**src/rtl/circular_array_sequence_defines.svh**
```systemverilog
// Assertion macros used by the circular array sequence controller.
`ifndef CIRCULAR_ARRAY_SEQUENCE_DEFINES_SVH
`define CIRCULAR_ARRAY_SEQUENCE_DEFINES_SVH

`ifndef SYNTHESIS

`define CAS_ASSERT_SAME(name, a, b) \
  name: assert property (@(posedge clk_i) disable iff (!rst_ni) ((a) |-> (b))) \
    else $error("assertion failed");

`define CAS_ASSERT_NEXT(name, a, b) \
  name: assert property (@(posedge clk_i) disable iff (!rst_ni) ((a) |=> (b))) \
    else $error("assertion failed");

`else

`define CAS_ASSERT_SAME(name, a, b)

`define CAS_ASSERT_NEXT(name, a, b)

`endif

`endif

```
**src/rtl/cas_pkg.sv**
```systemverilog
// Shared constants, codes and controller/datapath interface types.
`default_nettype none

package cas_pkg;

  localparam int CAPACITY_DEF   = 16;
  localparam int DATA_WIDTH_DEF = 32;

  localparam logic [1:0] OP_READ   = 2'd0;
  localparam logic [1:0] OP_INSERT = 2'd1;
  localparam logic [1:0] OP_ERASE  = 2'd2;

  localparam logic [1:0] STS_OK    = 2'd0;
  localparam logic [1:0] STS_RANGE = 2'd1;
  localparam logic [1:0] STS_FULL  = 2'd2;

  typedef struct packed {
    logic load;
    logic step;
    logic rd_issue;
    logic commit;
    logic out_load;
  } cmd_t;

  typedef struct packed {
    logic err;
    logic is_read;
    logic moves_zero;
  } sts_t;

endpackage

`default_nettype wire

```
**src/rtl/cas_ram.sv**
```systemverilog
// Generic single-port-write, single-port-read RAM with registered read data.
`default_nettype none

module cas_ram #(
  parameter int WIDTH = 32,
  parameter int DEPTH = 16
) (
  input  wire logic                     clk_i,
  input  wire logic                     we_i,
  input  wire logic [$clog2(DEPTH)-1:0] waddr_i,
  input  wire logic [WIDTH-1:0]         wdata_i,
  input  wire logic                     re_i,
  input  wire logic [$clog2(DEPTH)-1:0] raddr_i,
  output logic      [WIDTH-1:0]         rdata_o
);

  logic [WIDTH-1:0] mem [DEPTH];
  logic [WIDTH-1:0] rdata_q;

  always_ff @(posedge clk_i) begin
    if (we_i) begin
      mem[waddr_i] <= wdata_i;
    end
    if (re_i) begin
      rdata_q <= mem[raddr_i];
    end
  end

  assign rdata_o = rdata_q;

endmodule

`default_nettype wire

```
**src/rtl/cas_datapath.sv**
```systemverilog
// Datapath: front pointer, count, move walker, slot RAM and result registers.
`default_nettype none

module cas_datapath #(
  parameter int CAPACITY   = cas_pkg::CAPACITY_DEF,
  parameter int DATA_WIDTH = cas_pkg::DATA_WIDTH_DEF,
  parameter int CW         = $clog2(CAPACITY + 1)
) (
  input  wire logic                  clk_i,
  input  wire logic                  rst_ni,
  input  wire cas_pkg::cmd_t         cmd_i,
  output cas_pkg::sts_t              sts_o,
  input  wire logic [1:0]            operation_i,
  input  wire logic [CW-1:0]         position_i,
  input  wire logic [DATA_WIDTH-1:0] item_value_i,
  output logic      [DATA_WIDTH-1:0] read_value_o,
  output logic      [1:0]            status_o,
  output logic      [CW-1:0]         element_count_o,
  output logic                       is_empty_o
);

  localparam int AW = $clog2(CAPACITY);
  localparam int SW = CW + 1;

  function automatic logic [AW-1:0] inc_a(input logic [AW-1:0] a);
    if (a == AW'(CAPACITY - 1)) return '0;
    else return a + AW'(1);
  endfunction

  function automatic logic [AW-1:0] dec_a(input logic [AW-1:0] a);
    if (a == '0) return AW'(CAPACITY - 1);
    else return a - AW'(1);
  endfunction

  function automatic logic [AW-1:0] wrap_a(input logic [SW-1:0] s);
    logic [SW-1:0] r;
    r = (s >= SW'(CAPACITY)) ? s - SW'(CAPACITY) : s;
    return r[AW-1:0];
  endfunction

  logic [AW-1:0]         front_q, front_d;
  logic [CW-1:0]         count_q, count_d;
  logic                  pend_q;
  logic [AW-1:0]         pend_dst_q;
  logic [AW-1:0]         ptr_q, ptr_d;
  logic [CW-1:0]         moves_q, moves_d;
  logic                  dir_up_q;
  logic                  front_side_q;
  logic                  err_q;
  logic [1:0]            op_q;
  logic [1:0]            plan_status_q;
  logic [DATA_WIDTH-1:0] val_q;
  logic [DATA_WIDTH-1:0] read_value_q;
  logic [1:0]            status_q;
  logic [CW-1:0]         element_count_q;
  logic                  is_empty_q;

  logic [SW-1:0]         sum_fp, sum_fc;
  logic [CW-1:0]         half;
  logic                  front_side;
  logic [1:0]            plan_status;
  logic [CW-1:0]         plan_moves;
  logic [AW-1:0]         plan_ptr;
  logic                  plan_dir_up;
  logic [AW-1:0]         nxt_ptr;
  logic                  ram_we, ram_re;
  logic [AW-1:0]         ram_waddr, ram_raddr;
  logic [DATA_WIDTH-1:0] ram_wdata, ram_rdata;
  logic                  is_ins_q;

  assign sum_fp     = SW'(front_q) + SW'(position_i);
  assign sum_fc     = SW'(front_q) + SW'(count_q);
  assign half       = count_q >> 1;
  assign front_side = position_i < half;
  assign is_ins_q   = (op_q == cas_pkg::OP_INSERT);

  always_comb begin
    plan_status = cas_pkg::STS_OK;
    plan_moves  = position_i;
    plan_ptr    = wrap_a(sum_fp);
    plan_dir_up = 1'b0;
    unique case (operation_i)
      cas_pkg::OP_READ: begin
        if (position_i >= count_q) plan_status = cas_pkg::STS_RANGE;
      end
      cas_pkg::OP_INSERT: begin
        if (position_i > count_q) plan_status = cas_pkg::STS_RANGE;
        else if (count_q == CW'(CAPACITY)) plan_status = cas_pkg::STS_FULL;
        if (front_side) begin
          plan_moves  = position_i;
          plan_ptr    = dec_a(front_q);
          plan_dir_up = 1'b1;
        end else begin
          plan_moves  = count_q - position_i;
          plan_ptr    = wrap_a(sum_fc);
          plan_dir_up = 1'b0;
        end
      end
      cas_pkg::OP_ERASE: begin
        if (position_i >= count_q) plan_status = cas_pkg::STS_RANGE;
        if (front_side) begin
          plan_moves  = position_i;
          plan_dir_up = 1'b0;
        end else begin
          plan_moves  = count_q - position_i - CW'(1);
          plan_dir_up = 1'b1;
        end
      end
      default: begin
        plan_status = cas_pkg::STS_RANGE;
      end
    endcase
  end

  assign nxt_ptr = dir_up_q ? inc_a(ptr_q) : dec_a(ptr_q);

  always_comb begin
    ptr_d   = ptr_q;
    moves_d = moves_q;
    if (cmd_i.load) begin
      ptr_d   = plan_ptr;
      moves_d = plan_moves;
    end else if (cmd_i.step) begin
      ptr_d   = nxt_ptr;
      moves_d = moves_q - CW'(1);
    end
  end

  always_comb begin
    front_d = front_q;
    count_d = count_q;
    if (cmd_i.commit) begin
      if (is_ins_q) begin
        count_d = count_q + CW'(1);
        if (front_side_q) front_d = dec_a(front_q);
      end else begin
        count_d = count_q - CW'(1);
        if (front_side_q) front_d = inc_a(front_q);
      end
    end
  end

  // move reads the source now and writes it one slot over next cycle
  assign ram_re    = cmd_i.step | cmd_i.rd_issue;
  assign ram_raddr = cmd_i.step ? nxt_ptr : ptr_q;
  assign ram_we    = pend_q | (cmd_i.commit & is_ins_q);
  assign ram_waddr = pend_q ? pend_dst_q : ptr_q;
  assign ram_wdata = pend_q ? ram_rdata : val_q;

  cas_ram #(
    .WIDTH (DATA_WIDTH),
    .DEPTH (CAPACITY)
  ) u_store (
    .clk_i   (clk_i),
    .we_i    (ram_we),
    .waddr_i (ram_waddr),
    .wdata_i (ram_wdata),
    .re_i    (ram_re),
    .raddr_i (ram_raddr),
    .rdata_o (ram_rdata)
  );

  always_ff @(posedge clk_i or negedge rst_ni) begin
    if (!rst_ni) begin
      front_q <= '0;
      count_q <= '0;
      pend_q  <= 1'b0;
    end else begin
      front_q <= front_d;
      count_q <= count_d;
      pend_q  <= cmd_i.step;
    end
  end

  always_ff @(posedge clk_i) begin
    ptr_q      <= ptr_d;
    moves_q    <= moves_d;
    pend_dst_q <= ptr_q;
    if (cmd_i.load) begin
      op_q          <= operation_i;
      val_q         <= item_value_i;
      plan_status_q <= plan_status;
      err_q         <= (plan_status != cas_pkg::STS_OK);
      front_side_q  <= front_side;
      dir_up_q      <= plan_dir_up;
    end
    if (cmd_i.out_load) begin
      read_value_q    <= (op_q == cas_pkg::OP_READ && !err_q) ? ram_rdata : '0;
      status_q        <= plan_status_q;
      element_count_q <= count_q;
      is_empty_q      <= (count_q == '0);
    end
  end

  assign sts_o.err        = err_q;
  assign sts_o.is_read    = (op_q == cas_pkg::OP_READ);
  assign sts_o.moves_zero = (moves_q == '0);

  assign read_value_o    = read_value_q;
  assign status_o        = status_q;
  assign element_count_o = element_count_q;
  assign is_empty_o      = is_empty_q;

endmodule

`default_nettype wire

```
**src/rtl/cas_ctrl.sv**
```systemverilog
// Controller: sequences accept, entry moves, commit and result beat.
`default_nettype none
`include "circular_array_sequence_defines.svh"

module cas_ctrl (
  input  wire logic          clk_i,
  input  wire logic          rst_ni,
  input  wire logic          in_valid_i,
  output logic               in_stall_o,
  output logic               out_valid_o,
  input  wire logic          out_stall_i,
  input  wire cas_pkg::sts_t sts_i,
  output cas_pkg::cmd_t      cmd_o
);

  typedef enum logic [1:0] {
    ST_IDLE,
    ST_MOVE,
    ST_COMMIT,
    ST_FINISH
  } state_e;

  state_e state_q, state_d;
  logic   out_valid_q, out_valid_d;
  logic   out_free;

  assign out_free = !out_valid_q || !out_stall_i;

  always_comb begin
    state_d = state_q;
    cmd_o   = '0;
    unique case (state_q)
      ST_IDLE: begin
        if (in_valid_i) begin
          cmd_o.load = 1'b1;
          state_d    = ST_MOVE;
        end
      end
      ST_MOVE: begin
        if (sts_i.err) begin
          state_d = ST_FINISH;
        end else if (sts_i.is_read) begin
          cmd_o.rd_issue = 1'b1;
          state_d        = ST_FINISH;
        end else if (!sts_i.moves_zero) begin
          cmd_o.step = 1'b1;
        end else begin
          state_d = ST_COMMIT;
        end
      end
      ST_COMMIT: begin
        cmd_o.commit = 1'b1;
        state_d      = ST_FINISH;
      end
      ST_FINISH: begin
        if (out_free) begin
          cmd_o.out_load = 1'b1;
          state_d        = ST_IDLE;
        end
      end
      default: begin
        state_d = ST_IDLE;
      end
    endcase
  end

  always_comb begin
    out_valid_d = out_valid_q;
    if (cmd_o.out_load) out_valid_d = 1'b1;
    else if (out_valid_q && !out_stall_i) out_valid_d = 1'b0;
  end

  always_ff @(posedge clk_i or negedge rst_ni) begin
    if (!rst_ni) begin
      state_q     <= ST_IDLE;
      out_valid_q <= 1'b0;
    end else begin
      state_q     <= state_d;
      out_valid_q <= out_valid_d;
    end
  end

  assign in_stall_o  = (state_q != ST_IDLE);
  assign out_valid_o = out_valid_q;

  `CAS_ASSERT_SAME(a_step_needs_moves, cmd_o.step, !sts_i.moves_zero)
  `CAS_ASSERT_SAME(a_commit_only_ok, cmd_o.commit, !sts_i.err && !sts_i.is_read)
  `CAS_ASSERT_NEXT(a_accept_to_move, in_valid_i && !in_stall_o, state_q == ST_MOVE)
  `CAS_ASSERT_NEXT(a_result_shown, cmd_o.out_load, out_valid_o)

endmodule

`default_nettype wire

```
**src/rtl/circular_array_sequence.sv**
```systemverilog
// Sequence: a read or refused beat passes idle, move and finish before out_valid rises;
// an insert or erase also steps n entries in move, then commits; n = entries moved,
// at most CAPACITY/2, one entry per cycle through the single write port of the slot RAM.
// One beat in work at a time; in_stall holds the next beat off until the result is loaded.
// Reset (async, active low) clears front pointer, count and control; slot RAM
// contents are left undefined and are never read before being written.
`default_nettype none

module circular_array_sequence #(
  parameter int CAPACITY   = cas_pkg::CAPACITY_DEF,
  parameter int DATA_WIDTH = cas_pkg::DATA_WIDTH_DEF,
  parameter int CW         = $clog2(CAPACITY + 1)
) (
  input  wire logic                  clk_i,
  input  wire logic                  rst_ni,
  input  wire logic                  in_valid_i,
  output logic                       in_stall_o,
  input  wire logic [1:0]            operation_i,
  input  wire logic [CW-1:0]         position_i,
  input  wire logic [DATA_WIDTH-1:0] item_value_i,
  output logic                       out_valid_o,
  input  wire logic                  out_stall_i,
  output logic      [DATA_WIDTH-1:0] read_value_o,
  output logic      [1:0]            status_o,
  output logic      [CW-1:0]         element_count_o,
  output logic                       is_empty_o
);

  cas_pkg::cmd_t cmd;
  cas_pkg::sts_t sts;

  cas_ctrl u_ctrl (
    .clk_i       (clk_i),
    .rst_ni      (rst_ni),
    .in_valid_i  (in_valid_i),
    .in_stall_o  (in_stall_o),
    .out_valid_o (out_valid_o),
    .out_stall_i (out_stall_i),
    .sts_i       (sts),
    .cmd_o       (cmd)
  );

  cas_datapath #(
    .CAPACITY   (CAPACITY),
    .DATA_WIDTH (DATA_WIDTH),
    .CW         (CW)
  ) u_datapath (
    .clk_i           (clk_i),
    .rst_ni          (rst_ni),
    .cmd_i           (cmd),
    .sts_o           (sts),
    .operation_i     (operation_i),
    .position_i      (position_i),
    .item_value_i    (item_value_i),
    .read_value_o    (read_value_o),
    .status_o        (status_o),
    .element_count_o (element_count_o),
    .is_empty_o      (is_empty_o)
  );

endmodule

`default_nettype wire
```
**config.mk**
```make
export PLATFORM = sky130hd
export DESIGN_NAME = circular_array_sequence
export DESIGN_NICKNAME = d
export VERILOG_FILES = /design/src/rtl/cas_pkg.sv /design/src/rtl/cas_ram.sv /design/src/rtl/cas_datapath.sv /design/src/rtl/cas_ctrl.sv /design/src/rtl/circular_array_sequence.sv
export VERILOG_INCLUDE_DIRS = /design/src /design/src/rtl
export SDC_FILE = /design/constraint.sdc
export NUM_CORES = 1
export LEC_CHECK = 0
export ABC_AREA = 1
export BUFFER_PORTS_ARGS = -buffer_cell sky130_fd_sc_hd__buf_2
export CAP_MARGIN = 25
export CORE_AREA = 3 3 231 233
export DETAILED_ROUTE_END_ITERATION = 8
export DIE_AREA = 0 0 234 236
export PLACE_DENSITY = 0.79
export RECOVER_POWER = 25
export SYNTH_ARGS = -nofsm -noshare
export SYNTH_HDL_FRONTEND = slang
export SYNTH_HIERARCHICAL = 1
export SYNTH_SLANG_ARGS = --single-unit
```
**constraint.sdc**
```tcl
create_clock -name clk_i -period 3 [get_ports clk_i]
set_clock_uncertainty 0.1 [all_clocks]
set_input_delay 0.45 -clock clk_i [delete_from_list [all_inputs] [get_ports clk_i]]
set_output_delay 0.45 -clock clk_i [all_outputs]
set_load 0.02 [all_outputs]
```
======== After elaboration in Yosys (flattened, before gate mapping) ========
Memory sizes are Yosys's and may differ from the RTL's. A register that Yosys moved wholly into a read port is not among the register bits.
Cells that the tools add are included.
storage, ports and cells
  register bits ........................... 105
  bits in writable memories ............... 512
  input bits .............................. 43
  output and inout port bits .............. 42
  word-level logic and storage cells ...... 121
  memories ................................ 1
cells by class
  $add $sub $neg .......................... 13
  $lt $le $gt $ge ......................... 5
  eq/ne operators ......................... 12
  muxes and demuxes ....................... 49
  bitwise operators ....................... 3
  reductions and logical operators ........ 20
memory list
  memory                  words  bits a word  rd ports  clocked after Yosys merged registers in  wr ports  line           text
  u_datapath.u_store.mem  16     32           1         1                                        1         cas_ram.sv:17  logic [WIDTH-1:0] mem [DEPTH];
operators by type and width
  operator                                                                              count
  4-bit two-way mux                                                                     15
  32-bit two-way mux                                                                    1
  5-bit two-way mux                                                                     5
  2-bit two-way mux                                                                     9
  4-bit by 1-bit subtractor with 4-bit output (second input constant)                   4
  1-bit two-way mux                                                                     15
  5-bit by 1-bit subtractor with 5-bit output (second input constant)                   3
  4-bit by 5-bit adder with 6-bit output                                                2
  6-bit by 5-bit greater-or-equal comparator with 1-bit output (second input constant)  2
  5-bit logical NOT                                                                     2
  5-bit case mux with 2 select lines                                                    1
  4-bit by 1-bit adder with 4-bit output (second input constant)                        2
  4-bit equality test (second input constant)                                           2
  4-bit logical NOT                                                                     2
  2-bit case mux with 4 select lines                                                    1
  2-bit nonzero test                                                                    4
  2-bit by 1-bit equality test with 1-bit output (second input constant)                3
  2-bit equality test (second input constant)                                           3
  2-bit logical NOT                                                                     3
  5-bit by 1-bit adder with 5-bit output (second input constant)                        1
  5-bit equality test (second input constant)                                           1
  5-bit greater-or-equal comparator                                                     1
  5-bit greater-than comparator                                                         1
  5-bit by 4-bit < comparator with 1-bit output                                         1
  other kinds (14)                                                                      18

======== Depth between registers and ports, before layout ========
  depth in word-level cells ............... 7
  depth in mapped cells ................... 19
  gate-level depth less buffers ........... 16

======== By module ========
The synthesis kept the hierarchy.
by module, submodules not included
  module        times used  cells an instance  area an instance (um^2)  sequential area each (um^2)
  cas_ram       1           2,120              23,064.6                 16,335.7
  cas_datapath  1           560                5,326.4                  2,932.8
  cas_ctrl      1           44                 304.0                    75.1

======== Least setup slack after synthesis ========
Ideal clock, no wire load.
  path type ............................... register to register
  from .................................... reg u_ctrl.state_q[0]
  to ...................................... mem u_datapath.u_store.mem[12][0] (enable)
  setup time .............................. 421 ps
  arrival time ............................ 2,741 ps
  required time ........................... 2,479 ps
  setup slack ............................. -262 ps
  cell stages (with the launch flop) ...... 7
  path buffers ............................ 0
  period minus slack after synthesis ...... 3,262 ps
  path through ............................ dfrtp_1 > inv_1 > ha_1 > inv_1 > o21ai_0 > nand3_1 > nor2_1
RTL lines
  item                    line            text
  from (decl)             cas_ctrl.sv:23  state_e state_q, state_d;
  from (signal assigned)  cas_ctrl.sv:78  state_q <= state_d;
  to (decl)               cas_ram.sv:17

==> results.yml <==
final_layout:
  antenna_cells: 0
  finalInstanceArea_um2: 32990
  drive_gt1_share_pct: 9.885
  area_growth_pct: 14.97
  nets: 2988
  filler_cell_count: 3711
yosys:
  async_flop_share_pct: 2.003
  synth_ff_type: "edfxtp_1"
  synth.most_common_cell: "nand2_1"
  yosys_warnings: 6
  netlist_top_cells_count: "nand2_1, edfxtp_1, inv_1, nand3_1, nor2_1"
  synth_seq_area_share_pct: 67.41
  syn-instance-count: 2724
  ys_types: 40
  synth_area_um2: 28700
  netlist.area_leader.share_pct: 65.72
  ys_seq_elements: 649
  synthesis.nets: 2805
  synth_edf_count: 628
  avgSynthCellArea_um2: 10.53
  synthTopCellsByArea: "edfxtp_1, nand2_1, nand3_1"
  yosys.area.top_type: "edfxtp_1"
detailed_routing:
  via_count: 20190
  drt_iter0_drc: 2318
  firstDrtPassIters: 6
  ant_nets: 0
  avgViaCountPerCell: 5.556
  routed_wl_um: 70750
  drc_errors: 0
  wl_per_cell_um: 19.47
placed_design:
  dpl-instance-area_um2: 30480
  dp_hpwl_um: 38590
  port_buffers: 84
  place_congestion: 0.8541
timing:
  fin_crit_sh_pct: 96.40
  hold_viol: 0
  drv_slew: 15
  setup_viol: 0
  whs_ps: 193.4
  fmax_mhz: 345.8
  fin_crit_ps: 2892
  worst_pin_slew_ps: 1576
  slew-limit-headroom_pct: -5.457
hold_path:
  min_path_type: "input port to register"
pwr:
  p_per_area_nw_per_um2: 1016
  vdd_drop_max_uv: 581.7
  p_leak_uw: 0.01404
  total_power_uw: 33510
outcome:
  status: "finished with violations"
  violations: "capacitance limit, slew limit"
clocking:
  cts_buffer_depth: 3
  htreeDepth: 3
  cts.sinks: 649
  cts_tree: "done"
  clockRootBuffer: "clkbuf_16"
  numCtsBuffers: 67
  clock_latency_ps: 590
  path_clk_slew_ps: 60
job:
  drv_cap: 1
die:
  initial_utilization_pct: 55.82
  dieWidth_um: 234
  ioPinCount: 85
  dieArea_um2: 55220
  row_count: 83
  chipHeight_um: 236
  core_um2: 51410
global_route:
  grt_pass1_wl_um: 105900
  grt_pass1_vias: 20150
  grt_max_degree: 108
  track_usage_pct: 24.84
  overflow: 0
  antenna_found_initial: 0
setup_path:
  endpoint_kind: "register"
  cp_max_fo: 19
  cp.arrival_ps: 3140
  crit_type: "register to register"
  setup.worst_path.start_class: "register"
  cp_data_required_time_ps: 3250
## power by group
| part | switching [uW] | total (uW) | leakage (uW) | internal, uW |
|---|---|---|---|---|
| registers | 415 | 12300 | 0.00593 | 11900 |
| clock network | 3340 | 7890 | 0.00100 | 4550 |
| logic | 9150 | 13300 | 0.00711 | 4150 |
## routing by layer
layer / wire length [um] / vias to the layer above / GRT usage (%)
met4: 2978 / 0 / 13.00
li1: - / 9214 / -
met3: 7339 / 227 / 4.094
met5: 0 / - / 0
met1: 26480 / 9533 / 32.11
met2: 33950 / 1215 / 40.46
## flip-flops by register name (all words and copies together), names as in the netlist, 2 cells and up
register,count
u_datapath/pend_dst_q,4
u_datapath/count_q,5
u_datapath/ptr_q,4
u_datapath/u_store/rdata_o,32
u_datapath/u_store/mem,512
u_datapath/element_count_o,5
u_datapath/op_q,2
u_ctrl/state_q,2
u_datapath/status_o,2
u_datapath/front_q,4
u_datapath/read_value_o,32
u_datapath/val_q,32
u_datapath/plan_status_q,2
u_datapath/moves_q,5
## worst max-delay path, cell delays in order, from the launching register on
cell and delay (ps):
edfxtp_1 410, inv_2 90, ha_1 150, nand2_1 70, nor2_2 120, nor2_2 50, nand2_2 120, clkinvlp_4 190
o21ai_4 280, buf_12 180, clkinv_8 50, buf_4 200, clkbuf_16 210, nand2_1 70, nand2_1 50, nand2_1 50
nand3_1 90, nand3_1 110, nand2_1 60
## through the flow
stage	util, %	setup slack [ps]	std cells	setup TNS (ps)
2_1_floorplan	-	-261.7	2724	-114540
3_3_place_gp	59.25	175.8	3467	0
3_5_place_dp	59.29	103.3	3470	0
4_1_cts	63.98	64.11	3622	0
5_1_grt	64.18	-21.72	3634	-38.23
6_report	64.18	108.0	3634	0
## area by class of cell
class / instances / area, um^2 / area share (%)
clock buffer: 84 / 1783 / 5.404
clock inverter: 32 / 264.0 / 0.8002
inverter: 487 / 1847 / 5.598
multi-input combinational: 1465 / 6877 / 20.84
sequential: 649 / 19340 / 58.63
tap: 680 / 850.8 / 2.579
timing repair buffer: 236 / 2018 / 6.117
timing repair inverter: 1 / 8.758 / 0.02655
## layout by cell type, fill, tap and decap left out, drive strengths merged
master       instances
a32o                 1
clkbuf             147
clkinvlp             3
a22oi                1
bufinv               4
a31o                 1
nand2              791
a21o                 1
nor2                85
inv                489
edfxtp             628
dfxtp                8
xnor2                4
nand3              422
o211ai               3
a21oi               26
ha                  34
fa                   4
nand3b               5
clkinv              24
or2                  2
nor4                 1
nand4                7
xor2                 9
o21ai               67
dlygate4sd3         36
nor3                 1
dfrtp               13
buf                137
## logic make-up (layout without fill, tap and decap cells)
group | count (synthesis) | count (layout) | synth area share [%]
AOI/OAI and AO/OA | 100 | 100 | 1.858
xor gates and xnor gates | 13 | 13 | 0.3968
adders and majority gates | 38 | 38 | 1.762
buffers and inverters | 610 | 840 | 9.187
DFF | 649 | 649 | 67.41
and+or+nand+nor | 1314 | 1314 | 19.39
## final timing paths
path | from | endpoint | slack, ps | cells past startpoint
max in group asynchronous | rst_ni | u_ctrl/out_valid_o$_DFFE_PN0P_ | 1950 | 2
setup reg to reg | u_datapath/moves_q[0]$_DFFE_PP_ | u_datapath/u_store/rdata_o[26]$_DFFE_PP_ | 110 | 18
setup / recovery | u_datapath/moves_q[0]$_DFFE_PP_ | u_datapath/u_store/rdata_o[26]$_DFFE_PP_ | 110 | 18
hold reg to reg | u_datapath/ptr_q[1]$_DFF_P_ | u_datapath/pend_dst_q[1]$_DFF_P_ | 310 | 0
hold / removal | in_valid_i | u_ctrl/state_q[1]$_DFFE_PN0P_ | 190 | 5
min in group asynchronous | rst_ni | u_datapath/count_q[4]$_DFFE_PN0P_ | 360 | 2
## timing repair
| item | CTS | global route |
|---|---|---|
| endpoints found under the hold margin | 48 | 0 |
| endpoints found under the setup margin | 0 | 32 |
| setup buffers | 0 | 7 |
| hold buffers | 36 | 0 |
| gates resized for setup | 0 | 22 |
(Power assumes the default switching activity.)
